`config.mk`:
```
export PLATFORM = sky130hd
export DESIGN_NAME = base64_stream_decoder
export DESIGN_NICKNAME = d
export VERILOG_FILES = /design/src/rtl/core/b64d_pkg.sv /design/src/rtl/core/b64d_front.sv /design/src/rtl/core/b64d_queue.sv /design/src/rtl/core/b64d_back.sv /design/src/rtl/core/base64_stream_decoder.sv
export SDC_FILE = /design/constraint.sdc
export NUM_CORES = 1
export LEC_CHECK = 0
export ABC_AREA = 1
export ABC_CLOCK_PERIOD_IN_PS = 5700
export BUFFER_PORTS_ARGS = -buffer_cell sky130_fd_sc_hd__buf_2
export CORE_ASPECT_RATIO = 0.8
export CORE_MARGIN = 8
export CORE_UTILIZATION = 60
export DETAILED_ROUTE_END_ITERATION = 10
export PLACE_DENSITY_LB_ADDON = 0.3
export SYNTH_ARGS = -nofsm -noshare
export SYNTH_HDL_FRONTEND = slang
export SYNTH_HIERARCHICAL = 1
export SYNTH_SLANG_ARGS = --single-unit
```
`constraint.sdc`:
```
create_clock -name clk -period 5.7 [get_ports clk]
set_input_delay 0.285 -clock clk [delete_from_list [all_inputs] [get_ports clk]]
set_output_delay 0.285 -clock clk [all_outputs]
set_load 0.02 [all_outputs]
```
`src/rtl/core/b64d_pkg.sv`:
```
// ----------------------------------------------------------------------------
// b64d_pkg
// Shared types, constants and the character lookup of the base64 decoder.
// ----------------------------------------------------------------------------
package b64d_pkg;

  localparam int QUEUE_DEPTH = 4;
  localparam int QUEUE_AW    = $clog2(QUEUE_DEPTH);

  localparam logic [7:0] CHAR_PAD = 8'h3D;

  typedef enum logic [2:0] {
    ERR_NONE         = 3'd0,
    ERR_INVALID_CHAR = 3'd1,
    ERR_BAD_PAD      = 3'd2,
    ERR_LENGTH       = 3'd3,
    ERR_AFTER_PAD    = 3'd4
  } b64d_err_t;

  // One decoded group, or one error report, as handed from front to back.
  typedef struct packed {
    logic [23:0] group_bits;
    logic [1:0]  byte_count;
    b64d_err_t   err;
    logic        eot;
  } b64d_rec_t;

  typedef struct packed {
    logic ok;
    logic [5:0] value;
  } b64d_sextet_t;

  function automatic b64d_sextet_t sextet_of(input logic [7:0] c);
    b64d_sextet_t s;
    logic [7:0] t;
    s = '0;
    t = 8'd0;
    if (c >= 8'h41 && c <= 8'h5A) begin
      t = c - 8'h41;
      s = '{ok: 1'b1, value: t[5:0]};
    end else if (c >= 8'h61 && c <= 8'h7A) begin
      t = c - 8'd71;
      s = '{ok: 1'b1, value: t[5:0]};
    end else if (c >= 8'h30 && c <= 8'h39) begin
      t = c + 8'd4;
      s = '{ok: 1'b1, value: t[5:0]};
    end else if (c == 8'h2B) begin
      s = '{ok: 1'b1, value: 6'd62};
    end else if (c == 8'h2F) begin
      s = '{ok: 1'b1, value: 6'd63};
    end
    return s;
  endfunction

endpackage

```
`src/rtl/core/b64d_front.sv`:
```
// ----------------------------------------------------------------------------
// b64d_front
// Accepts characters, tracks the group state and queues one record for every
// completed group or detected error.
// ----------------------------------------------------------------------------
module b64d_front (
  input  logic             clk,
  input  logic             rst_n,
  input  logic             accept,
  input  logic [7:0]       char_code,
  input  logic             end_of_text,
  output logic             push,
  output b64d_pkg::b64d_rec_t push_rec
);
  import b64d_pkg::*;

  logic [1:0]  pos_r, pos_nxt;
  logic [17:0] store_r, store_nxt;
  logic        pad3_r, pad3_nxt;
  logic        padded_r, padded_nxt;
  logic        drop_r, drop_nxt;

  b64d_sextet_t sx;
  logic         is_pad;
  logic [5:0]   val;
  b64d_err_t    err;

  always_comb begin
    sx     = sextet_of(char_code);
    is_pad = (char_code == CHAR_PAD);
    val    = is_pad ? 6'd0 : sx.value;

    if (padded_r) begin
      err = ERR_AFTER_PAD;
    end else if (!sx.ok && !is_pad) begin
      err = ERR_INVALID_CHAR;
    end else if (is_pad && pos_r < 2'd2) begin
      err = ERR_BAD_PAD;
    end else if (pos_r == 2'd3 && pad3_r && !is_pad) begin
      err = ERR_BAD_PAD;
    end else if (end_of_text && pos_r != 2'd3) begin
      err = ERR_LENGTH;
    end else begin
      err = ERR_NONE;
    end

    pos_nxt    = pos_r;
    store_nxt  = store_r;
    pad3_nxt   = pad3_r;
    padded_nxt = padded_r;
    drop_nxt   = drop_r;
    push       = 1'b0;
    push_rec   = '{group_bits: {store_r, val}, byte_count: 2'd3, err: ERR_NONE,
                   eot: end_of_text};

    if (accept) begin
      if (drop_r) begin
        if (end_of_text) begin
          drop_nxt = 1'b0;
          pos_nxt = 2'd0;
          store_nxt = 18'd0;
          pad3_nxt = 1'b0;
          padded_nxt = 1'b0;
        end
      end else if (err != ERR_NONE) begin
        push = 1'b1;
        push_rec.group_bits = 24'd0;
        push_rec.byte_count = 2'd1;
        push_rec.err = err;
        if (end_of_text) begin
          pos_nxt = 2'd0;
          store_nxt = 18'd0;
          pad3_nxt = 1'b0;
          padded_nxt = 1'b0;
        end else begin
          drop_nxt = 1'b1;
        end
      end else if (pos_r != 2'd3) begin
        if (pos_r == 2'd2 && is_pad) begin
          pad3_nxt = 1'b1;
        end
        store_nxt = {store_r[11:0], val};
        pos_nxt = pos_r + 2'd1;
      end else begin
        push = 1'b1;
        if (pad3_r) begin
          push_rec.byte_count = 2'd1;
        end else if (is_pad) begin
          push_rec.byte_count = 2'd2;
        end
        pos_nxt = 2'd0;
        store_nxt = 18'd0;
        pad3_nxt = 1'b0;
        if (pad3_r || is_pad) begin
          padded_nxt = 1'b1;
        end
        if (end_of_text) begin
          padded_nxt = 1'b0;
        end
      end
    end
  end

  always_ff @(posedge clk) begin
    if (!rst_n) begin
      pos_r    <= 2'd0;
      store_r  <= 18'd0;
      pad3_r   <= 1'b0;
      padded_r <= 1'b0;
      drop_r   <= 1'b0;
    end else begin
      pos_r    <= pos_nxt;
      store_r  <= store_nxt;
      pad3_r   <= pad3_nxt;
      padded_r <= padded_nxt;
      drop_r   <= drop_nxt;
    end
  end

endmodule

```
`src/rtl/core/b64d_queue.sv`:
```
// ----------------------------------------------------------------------------
// b64d_queue
// Short first-in first-out queue of group records between front and back.
// ----------------------------------------------------------------------------
module b64d_queue (
  input  logic                clk,
  input  logic                rst_n,
  input  logic                push,
  input  b64d_pkg::b64d_rec_t push_rec,
  input  logic                pop,
  output b64d_pkg::b64d_rec_t head_rec,
  output logic                empty,
  output logic                full
);
  import b64d_pkg::*;

  b64d_rec_t           mem_r [QUEUE_DEPTH];
  logic [QUEUE_AW-1:0] wr_ptr_r, wr_ptr_nxt;
  logic [QUEUE_AW-1:0] rd_ptr_r, rd_ptr_nxt;
  logic [QUEUE_AW:0]   count_r, count_nxt;

  always_comb begin
    empty      = (count_r == '0);
    full       = (count_r == (QUEUE_AW+1)'(QUEUE_DEPTH));
    head_rec   = mem_r[rd_ptr_r];
    wr_ptr_nxt = push ? wr_ptr_r + 1'b1 : wr_ptr_r;
    rd_ptr_nxt = pop ? rd_ptr_r + 1'b1 : rd_ptr_r;
    count_nxt  = count_r;
    if (push && !pop) begin
      count_nxt = count_r + 1'b1;
    end else if (pop && !push) begin
      count_nxt = count_r - 1'b1;
    end
  end

  always_ff @(posedge clk) begin
    if (push) begin
      mem_r[wr_ptr_r] <= push_rec;
    end
  end

  always_ff @(posedge clk) begin
    if (!rst_n) begin
      wr_ptr_r <= '0;
      rd_ptr_r <= '0;
      count_r  <= '0;
    end else begin
      wr_ptr_r <= wr_ptr_nxt;
      rd_ptr_r <= rd_ptr_nxt;
      count_r  <= count_nxt;
    end
  end

endmodule

```
`src/rtl/core/b64d_back.sv`:
```
// ----------------------------------------------------------------------------
// b64d_back
// Splits each queued record into its result words, one per cycle unless out_tready
// holds the output back, through an output register.
// ----------------------------------------------------------------------------
module b64d_back (
  input  logic                clk,
  input  logic                rst_n,
  input  b64d_pkg::b64d_rec_t head_rec,
  input  logic                empty,
  output logic                pop,
  output logic                out_tvalid,
  input  logic                out_tready,
  output logic [15:0]         out_tdata,
  output logic [0:0]          out_tuser,
  output logic                out_tlast
);
  import b64d_pkg::*;

  logic       valid_r, valid_nxt;
  logic [7:0] byte_r, byte_nxt;
  b64d_err_t  err_r, err_nxt;
  logic       run_last_r, run_last_nxt;
  logic       eom_r, eom_nxt;
  logic [1:0] idx_r, idx_nxt;

  logic load;
  logic is_last;

  always_comb begin
    load    = !empty && (!valid_r || out_tready);
    is_last = (idx_r == head_rec.byte_count - 2'd1);
    pop     = load && is_last;

    valid_nxt    = valid_r;
    byte_nxt     = byte_r;
    err_nxt      = err_r;
    run_last_nxt = run_last_r;
    eom_nxt      = eom_r;
    idx_nxt      = idx_r;

    if (load) begin
      valid_nxt = 1'b1;
      case (idx_r)
        2'd0:    byte_nxt = head_rec.group_bits[23:16];
        2'd1:    byte_nxt = head_rec.group_bits[15:8];
        default: byte_nxt = head_rec.group_bits[7:0];
      endcase
      err_nxt      = head_rec.err;
      run_last_nxt = is_last;
      eom_nxt      = is_last && head_rec.eot;
      idx_nxt      = is_last ? 2'd0 : idx_r + 2'd1;
    end else if (out_tready) begin
      valid_nxt = 1'b0;
    end
  end

  always_ff @(posedge clk) begin
    if (!rst_n) begin
      valid_r <= 1'b0;
      idx_r   <= 2'd0;
    end else begin
      valid_r <= valid_nxt;
      idx_r   <= idx_nxt;
    end
  end

  always_ff @(posedge clk) begin
    byte_r     <= byte_nxt;
    err_r      <= err_nxt;
    run_last_r <= run_last_nxt;
    eom_r      <= eom_nxt;
  end

  assign out_tvalid   = valid_r;
  assign out_tdata    = {5'd0, err_r, byte_r};
  assign out_tuser[0] = run_last_r;
  assign out_tlast    = eom_r;

endmodule

```
`src/rtl/core/base64_stream_decoder.sv`:
```
// ----------------------------------------------------------------------------
// base64_stream_decoder
// Streaming base64 decoder: one character word in, decoded byte words out.
// ----------------------------------------------------------------------------
// The decoder takes one character every cycle as long as its four-entry group
// queue has room, and each fourth character of a group yields up to three
// byte words, which leave one per cycle from the output register while
// out_tready is high, so input stalls only when the output side holds back
// for long enough to fill the queue.
// An error yields a single word with a zero byte and a nonzero error code,
// after which characters are discarded until the end-of-text word.
module base64_stream_decoder (
  input  logic        clk,
  input  logic        rst_n,
  input  logic        in_tvalid,
  output logic        in_tready,
  input  logic [7:0]  in_tdata,   // char_code
  input  logic        in_tlast,   // end_of_text
  output logic        out_tvalid,
  input  logic        out_tready,
  output logic [15:0] out_tdata,  // data_byte[7:0], error_code[10:8], zeros
  output logic [0:0]  out_tuser,  // last_of_run
  output logic        out_tlast   // end_of_message
);
  import b64d_pkg::*;

  logic      accept;
  logic      push;
  logic      pop;
  logic      empty;
  logic      full;
  b64d_rec_t push_rec;
  b64d_rec_t head_rec;

  assign in_tready = !full;
  assign accept    = in_tvalid && !full;

  b64d_front u_front (
    .clk         (clk),
    .rst_n       (rst_n),
    .accept      (accept),
    .char_code   (in_tdata),
    .end_of_text (in_tlast),
    .push        (push),
    .push_rec    (push_rec)
  );

  b64d_queue u_queue (
    .clk      (clk),
    .rst_n    (rst_n),
    .push     (push),
    .push_rec (push_rec),
    .pop      (pop),
    .head_rec (head_rec),
    .empty    (empty),
    .full     (full)
  );

  b64d_back u_back (
    .clk        (clk),
    .rst_n      (rst_n),
    .head_rec   (head_rec),
    .empty      (empty),
    .pop        (pop),
    .out_tvalid (out_tvalid),
    .out_tready (out_tready),
    .out_tdata  (out_tdata),
    .out_tuser  (out_tuser),
    .out_tlast  (out_tlast)
  );

endmodule
```
Yosys cells after proc, flatten, opt, wreduce, memory -nomap -nowiden
Memory sizes are Yosys's and may differ from the RTL's. A register that Yosys moved wholly into a read port is not among the register bits. Cells that the tools add are included.

Add/subtract/negate cells: 10. Order comparisons: 7. Equal/unequal tests: 11. Muxes and demuxes: 55. Reductions and logical operators: 32.

Operator list (number): $mux 18 (4); $mux 29 (2); $mux 7 (5); $eq 8x6->1 const B (3); $mux 24 (1); $mux 1 (23); $mux 2 (11); $mux 3 (7); $ge 8x7->1 const B (2); $le 8x7->1 const B (2); $pmux 8 s2 (1); $logic_and 1x1->1 (15); $add 2x1->2 const B (4); $ge 8x6->1 const B (1); $le 8x6->1 const B (1); $logic_not 1->1 (7); $add 6x3->6 const B (1); $mux 6 (1); $sub 6x1->6 const B (1); $sub 6x3->6 const B (1); $eq 2x2->1 const B (2); $ne 4x3->1 const B (1); $reduce_bool 2->1 (2); $reduce_bool 4->1 (1); 15 further kinds (16).

Flip-flop bits (word level): 46. RAM bits: 120. Input bits: 13. Output and inout bits: 20. Word-level logic and storage cells: 130. Memories kept: 1.

Memories: u_queue.mem_r (words 4, bits a word 30, rd ports 1, clocked after Yosys merged registers in 1, wr ports 1, RTL line b64d_queue.sv:17) `b64d_rec_t mem_r [QUEUE_DEPTH];`.

Logic depth before layout (Yosys ltp)
Word-level depth: 18. Gate-level depth with buffers: 23. Gate-level depth less buffers: 23.

Modules after synthesis
Netlist, hierarchy kept.

By module, submodules not included: b64d_queue (times used 1, cells each 349, area an instance 4939.7 µm², sequential area each 3783.6 µm²); b64d_front (times used 1, cells each 349, area an instance 2230.9 µm², sequential area each 460.4 µm²); b64d_back (times used 1, cells each 81, area an instance 804.5 µm², sequential area each 450.4 µm²); base64_stream_decoder (times used 1, cells each 3, area an instance 13.8 µm², sequential area each 0.0 µm²).

Least setup slack after synthesis
No wires, ideal clock.

Path kind: input to register. Start point: input in_tdata[2]. End point: memory u_queue/mem_r[0][0] (netlist name) (enable). Setup time: 385 ps. Arrival: 2456 ps. Required time: 5315 ps. Path slack: 2859 ps. Stages on the path: 14. Path buffers: 0. Cells stage by stage: inv_1 ha_1 inv_1 nor2_1 nor2_1 o211ai_1 nand2_2 nor2_1 nor2_2 nand2_2 nand2_2 nand2_1 nand2_1 inv_1.

Cells in the longest elaborated chain, start to end: 16. Elaborated cells between the ends (all ways): 32. Those cells by class: 6 x order compare; 3 x eq/ne; 14 x mux; 9 x reduce/logical.

Ends and longest elaborated chain: start: declaration (RTL line base64_stream_decoder.sv:17) `input logic [7:0] in_tdata,`; branches (longest 8 deep; another with $ge 8x6->1); $mux 3 * (RTL line b64d_front.sv:35) `end else if (!sx.ok && !is_pad) begin`; $mux 3 * (RTL line b64d_front.sv:33) `if (padded_r) begin`; $reduce_bool 3->1 * (RTL line b64d_front.sv:65) `end else if (err != ERR_NONE) begin`; $mux 1 * (RTL line b64d_front.sv:65); $mux 1 * (RTL line b64d_front.sv:57) `if (drop_r) begin`; $mux 1 * (RTL line b64d_front.sv:56) `if (accept) begin`; via push (RTL line base64_stream_decoder.sv:28) `logic push;`; $mux 1 * (RTL line b64d_queue.sv:37) `if (push) begin`; $mux 1 (not written as such) * (RTL line b64d_queue.sv:38) `mem_r[wr_ptr_r] <= push_rec;`; end: declaration (RTL line b64d_queue.sv:17).

Mark *: on every way through the listed nets, which the timed path passes.

Final worst setup path
Start point: register u_queue.count_r[1]. End point: memory u_queue/mem_r[0][0] (netlist name) (enable).

Cells in the longest elaborated chain, start to end: 6.

Ends and longest elaborated chain: start: declaration (RTL line b64d_queue.sv:20) `logic [QUEUE_AW:0] count_r, count_nxt;`; start signal: assignment (RTL line b64d_queue.sv:50) `count_r <= count_nxt;`; $eq 3x3->1 (RTL line b64d_queue.sv:24) `full = (count_r == (QUEUE_AW+1)'(QUEUE_DEPTH));`; via full (RTL line base64_stream_decoder.sv:31) `logic full;`; $logic_not 1->1 (RTL line base64_stream_decoder.sv:36) `assign accept = in_tvalid && !full;`; $logic_and 1x1->1 (RTL line base64_stream_decoder.sv:36); via accept (RTL line base64_stream_decoder.sv:27) `logic accept;`; $mux 1 (RTL line b64d_front.sv:56); via push (RTL line base64_stream_decoder.sv:28); $mux 1 (RTL line b64d_queue.sv:37); $mux 1 (not written as such) (RTL line b64d_queue.sv:38).

The timed path passes the listed nets, and every way through them passes these cells.

==> results.py <==
metrics = {
    "floorplan": {
        "core_area_um2": 12900,
        "io-pin-count": 33,
        "die-height_um": 119,
        "die_x_um": 145,
        "die_area_um2": 17300,
        "start_util_pct": 61.9,
        "num_rows": 37,
    },
    "power": {
        "power_mw": 4.03,
        "swShare_pct": 35.6,
        "power.density_nw_per_um2": 464,
        "leakagePower_nw": 3.34,
        "intPower_mw": 2.60,
        "seq_power_share_pct": 42.2,
        "pwr-share-comb_pct": 29.5,
        "p_sw_mw": 1.44,
        "vdd_drop_max_uv": 275,
        "p_clk_share_pct": 28.3,
    },
    "clock_tree": {
        "insertion_delay_ps": 430,
        "clock-sinks": 168,
        "cts_tree": "built",
        "cts_max_level": 4,
        "root_buffer": "clkbuf_16",
        "clkSlewWorstSetupHoldPaths_ps": 70,
        "hold_buffers": 0,
        "cts_resized": 0,
        "numCtsBuffers": 17,
        "post_cts.repair.setup_buffers": 0,
        "clock_path_buffers": 2,
    },
    "timing": {
        "finalSetupTns_ps": 0,
        "skew_ps": 8.81,
        "slew_violations": 0,
        "finalCritPeriodShare_pct": 62.2,
        "post-route-min-period_ps": 3550,
        "rsz0062_at_grt": "no",
        "slew_headroom_pct": 29.2,
        "tightest_slew_ps": 1060,
        "timing.fmax_ghz": 0.282,
        "hold_violations": 0,
        "finalSetupViolations": 0,
    },
    "synthesis": {
        "synth-edff-count": 133,
        "synth_cell_types": 44,
        "yosysSeqAreaShare_pct": 58.8,
        "synthFlopType": "edfxtp_1",
        "synth.top_cell.area_share_pct": 50.0,
        "synthXorXnorAreaFrac_pct": 0.877,
        "netlist_area_um2": 7990,
        "netlist_instances": 782,
        "synth.avg_cell_area_um2": 10.2,
        "yosysWarnings": 6,
        "yosys-top-cells-area": "edfxtp_1 (50%), dfxtp_1 (8.8%), nor2_1 (6.2%)",
        "synth_compound_area_share_pct": 13.2,
        "synth_seq_cells": 168,
        "synthAdderAreaFrac_pct": 2.91,
        "synthMuxAreaShare_pct": 0,
        "yosysTopAreaCell": "edfxtp_1",
        "yosys.area_share.simple_pct": 16.5,
        "synth_top_family_by_area": "simple AND/OR/NAND/NOR gates",
        "async_flop_share_pct": 0,
    },
    "min_path": {
        "hold_depth": 4,
        "hp-start": "out_tready",
        "hold_path_class": "in2reg",
        "min_to": "u_back/out_tvalid",
    },
    "outcome": {
        "status": "finished clean",
    },
    "finish": {
        "diodes": 0,
        "multi_input_comb_area_um2": 2690,
        "regArea_um2": 4700,
        "layout-drive-gt1-share_pct": 14.6,
        "fin_util_pct": 67.3,
        "n_fill_cell": 944,
        "layout.nets": 829,
        "final_common_cell": "edfxtp_1",
        "final_cell_mix": "edfxtp_1 (133), nor2_1 (131), nand2_1 (76), inv_1 (74), o21ai_0 (67)",
        "syn_to_final_growth_pct": 8.74,
    },
    "worst_setup_path": {
        "worstPathMaxFanout": 29,
        "critPathKind": "reg2reg",
        "critPathRequiredTime_ps": 5840,
        "reg2reg_depth": 10,
        "r2r-end": "u_queue/mem_r[0][0]",
        "arrival_ps": 3680,
        "worstSetupEndpointType": "flip-flop",
        "r2r_slack_ps": 2150,
        "timing.rr.start": "u_queue/count_r[1]",
        "cp-start-kind": "flip-flop",
    },
    "drt": {
        "drtIter0Drc": 690,
        "via_count": 5751,
        "wire_per_inst_um": 17.8,
        "drt_first_pass_iters": 5,
        "via_per_inst": 5.84,
        "ant_nets": 0,
        "remaining_drc_errors": 0,
        "totalWireLength_mm": 17.6,
    },
    "global_routing": {
        "grt_pass1_vias": 5481,
        "antenna_found_initial": 0,
        "grt_pass1_wl_mm": 28.3,
        "grt_max_degree": 61,
        "overflow": 0,
        "grtUsageTotal_pct": 20.6,
    },
    "placement": {
        "io_buffers": 27,
        "dp_hpwl_mm": 11.5,
        "place_congestion": 0.976,
    },
    "flow_run": {
        "maxCapViolations": 0,
    },
}
-- through the flow --
step	cells	setup slack, ps	cell area, µm²	hold slack, ps
detailed placement	954	2010	8100	440
global route	985	1900	8690	154
global placement	954	2160	8100	434
floorplan	786	2860	8000	406
finish	985	2150	8690	164
CTS	985	2190	8690	148
-- Yosys cell counts (2+ instances only) --
| master | n |
|---|---|
| nor2_2 | 5 |
| nand2_1 | 76 |
| a21oi_1 | 15 |
| buf_2 | 11 |
| nor2_4 | 3 |
| buf_4 | 10 |
| nand4_1 | 4 |
| nor3_1 | 5 |
| dfxtp_1 | 35 |
| nor2_1 | 131 |
| nand3b_2 | 2 |
| xor2_1 | 6 |
| o22ai_1 | 30 |
| o211ai_1 | 5 |
| nand3b_1 | 2 |
| inv_2 | 4 |
| clkbuf_1 | 4 |
| o21ai_0 | 67 |
| nand2_4 | 3 |
| o21ai_2 | 10 |
| nand3_1 | 41 |
| a22oi_1 | 8 |
| nand2_2 | 10 |
| a21oi_2 | 10 |
| buf_1 | 3 |
| edfxtp_1 | 133 |
| inv_1 | 74 |
| xnor2_1 | 2 |
| buf_6 | 12 |
| ha_1 | 17 |
| o21ai_1 | 31 |
-- cell families (layout without fill, tap and decap cells) --
family                   Yosys count  after routing
adder cells (fa/ha/maj)           18             18
other                              1              5
XOR/XNOR                           8              8
flip-flops                       168            168
AND/OR/NAND/NOR                  287            287
buffers and inverters            120            144
AO/OA/AOI/OAI                    180            180
-- worst max-delay path: stages (launching register included) --
cell and delay [ps]:
dfxtp_1 410, nor3_1 110, nor2_2 100, buf_4 280, inv_1 390, nor2_1 420
nand2_1 160, nand2_1 210, nand2_1 90, inv_1 750, buf_4 320
-- per-layer routing --
layer | routed length (µm) | vias up | share of wire [%] | global-route usage [%]
li1 | - | 2719 | - | -
met1 | 7800 | 2727 | 44 | 27.6
met2 | 7820 | 274 | 45 | 31.4
met5 | 0 | - | 0 | 0
met4 | 352 | 0 | 2.0 | 8.66
met3 | 1580 | 31 | 9.0 | 5.26
-- sequential cells by signal, indices dropped and copies added (netlist names), 2 cells and up, named ones only --
signal,count
u_queue/count_r,3
u_front/store_r,18
u_back/byte_r,8
u_queue/wr_ptr_r,2
u_queue/mem_r,120
u_queue/rd_ptr_r,2
u_front/pos_r,2
u_back/err_r,3
u_back/idx_r,2
-- area by class of cell --
type | count | share of cell area (%)
flip-flops and latches | 168 | 54.1
repair buffers | 34 | 2.16
clock buffers | 17 | 4.90
well taps | 175 | 2.52
inverters | 79 | 3.50
multi-input cells | 498 | 31.0
clock inverters | 14 | 1.86
-- worst max path at each step --
stage,start,to,slack [ps]
finish,u_queue/count_r[1],u_queue/mem_r[0][0],2150
detailed placement,in_tdata[2],u_queue/mem_r[0][0],2010
CTS,u_queue/count_r[1],u_queue/mem_r[0][0],2190
global route,u_queue/count_r[0],u_queue/mem_r[0][0],1900
global placement,in_tdata[2],u_queue/mem_r[0][2],2160
floorplan,in_tdata[2],u_queue/mem_r[0][0],2860
-- power by group through the flow --
stage | logic [mW] | clock network (mW) | registers (mW)
after floorplan | 0.876 | 0 | 1.75
after global placement | 1.13 | 0 | 1.72
after detailed placement | 1.17 | 0 | 1.73
after CTS | 1.18 | 1.16 | 1.70
after global routing | 1.31 | 1.21 | 1.72
final | 1.19 | 1.14 | 1.70
No activity file was read; power rests on OpenSTA's default activity.
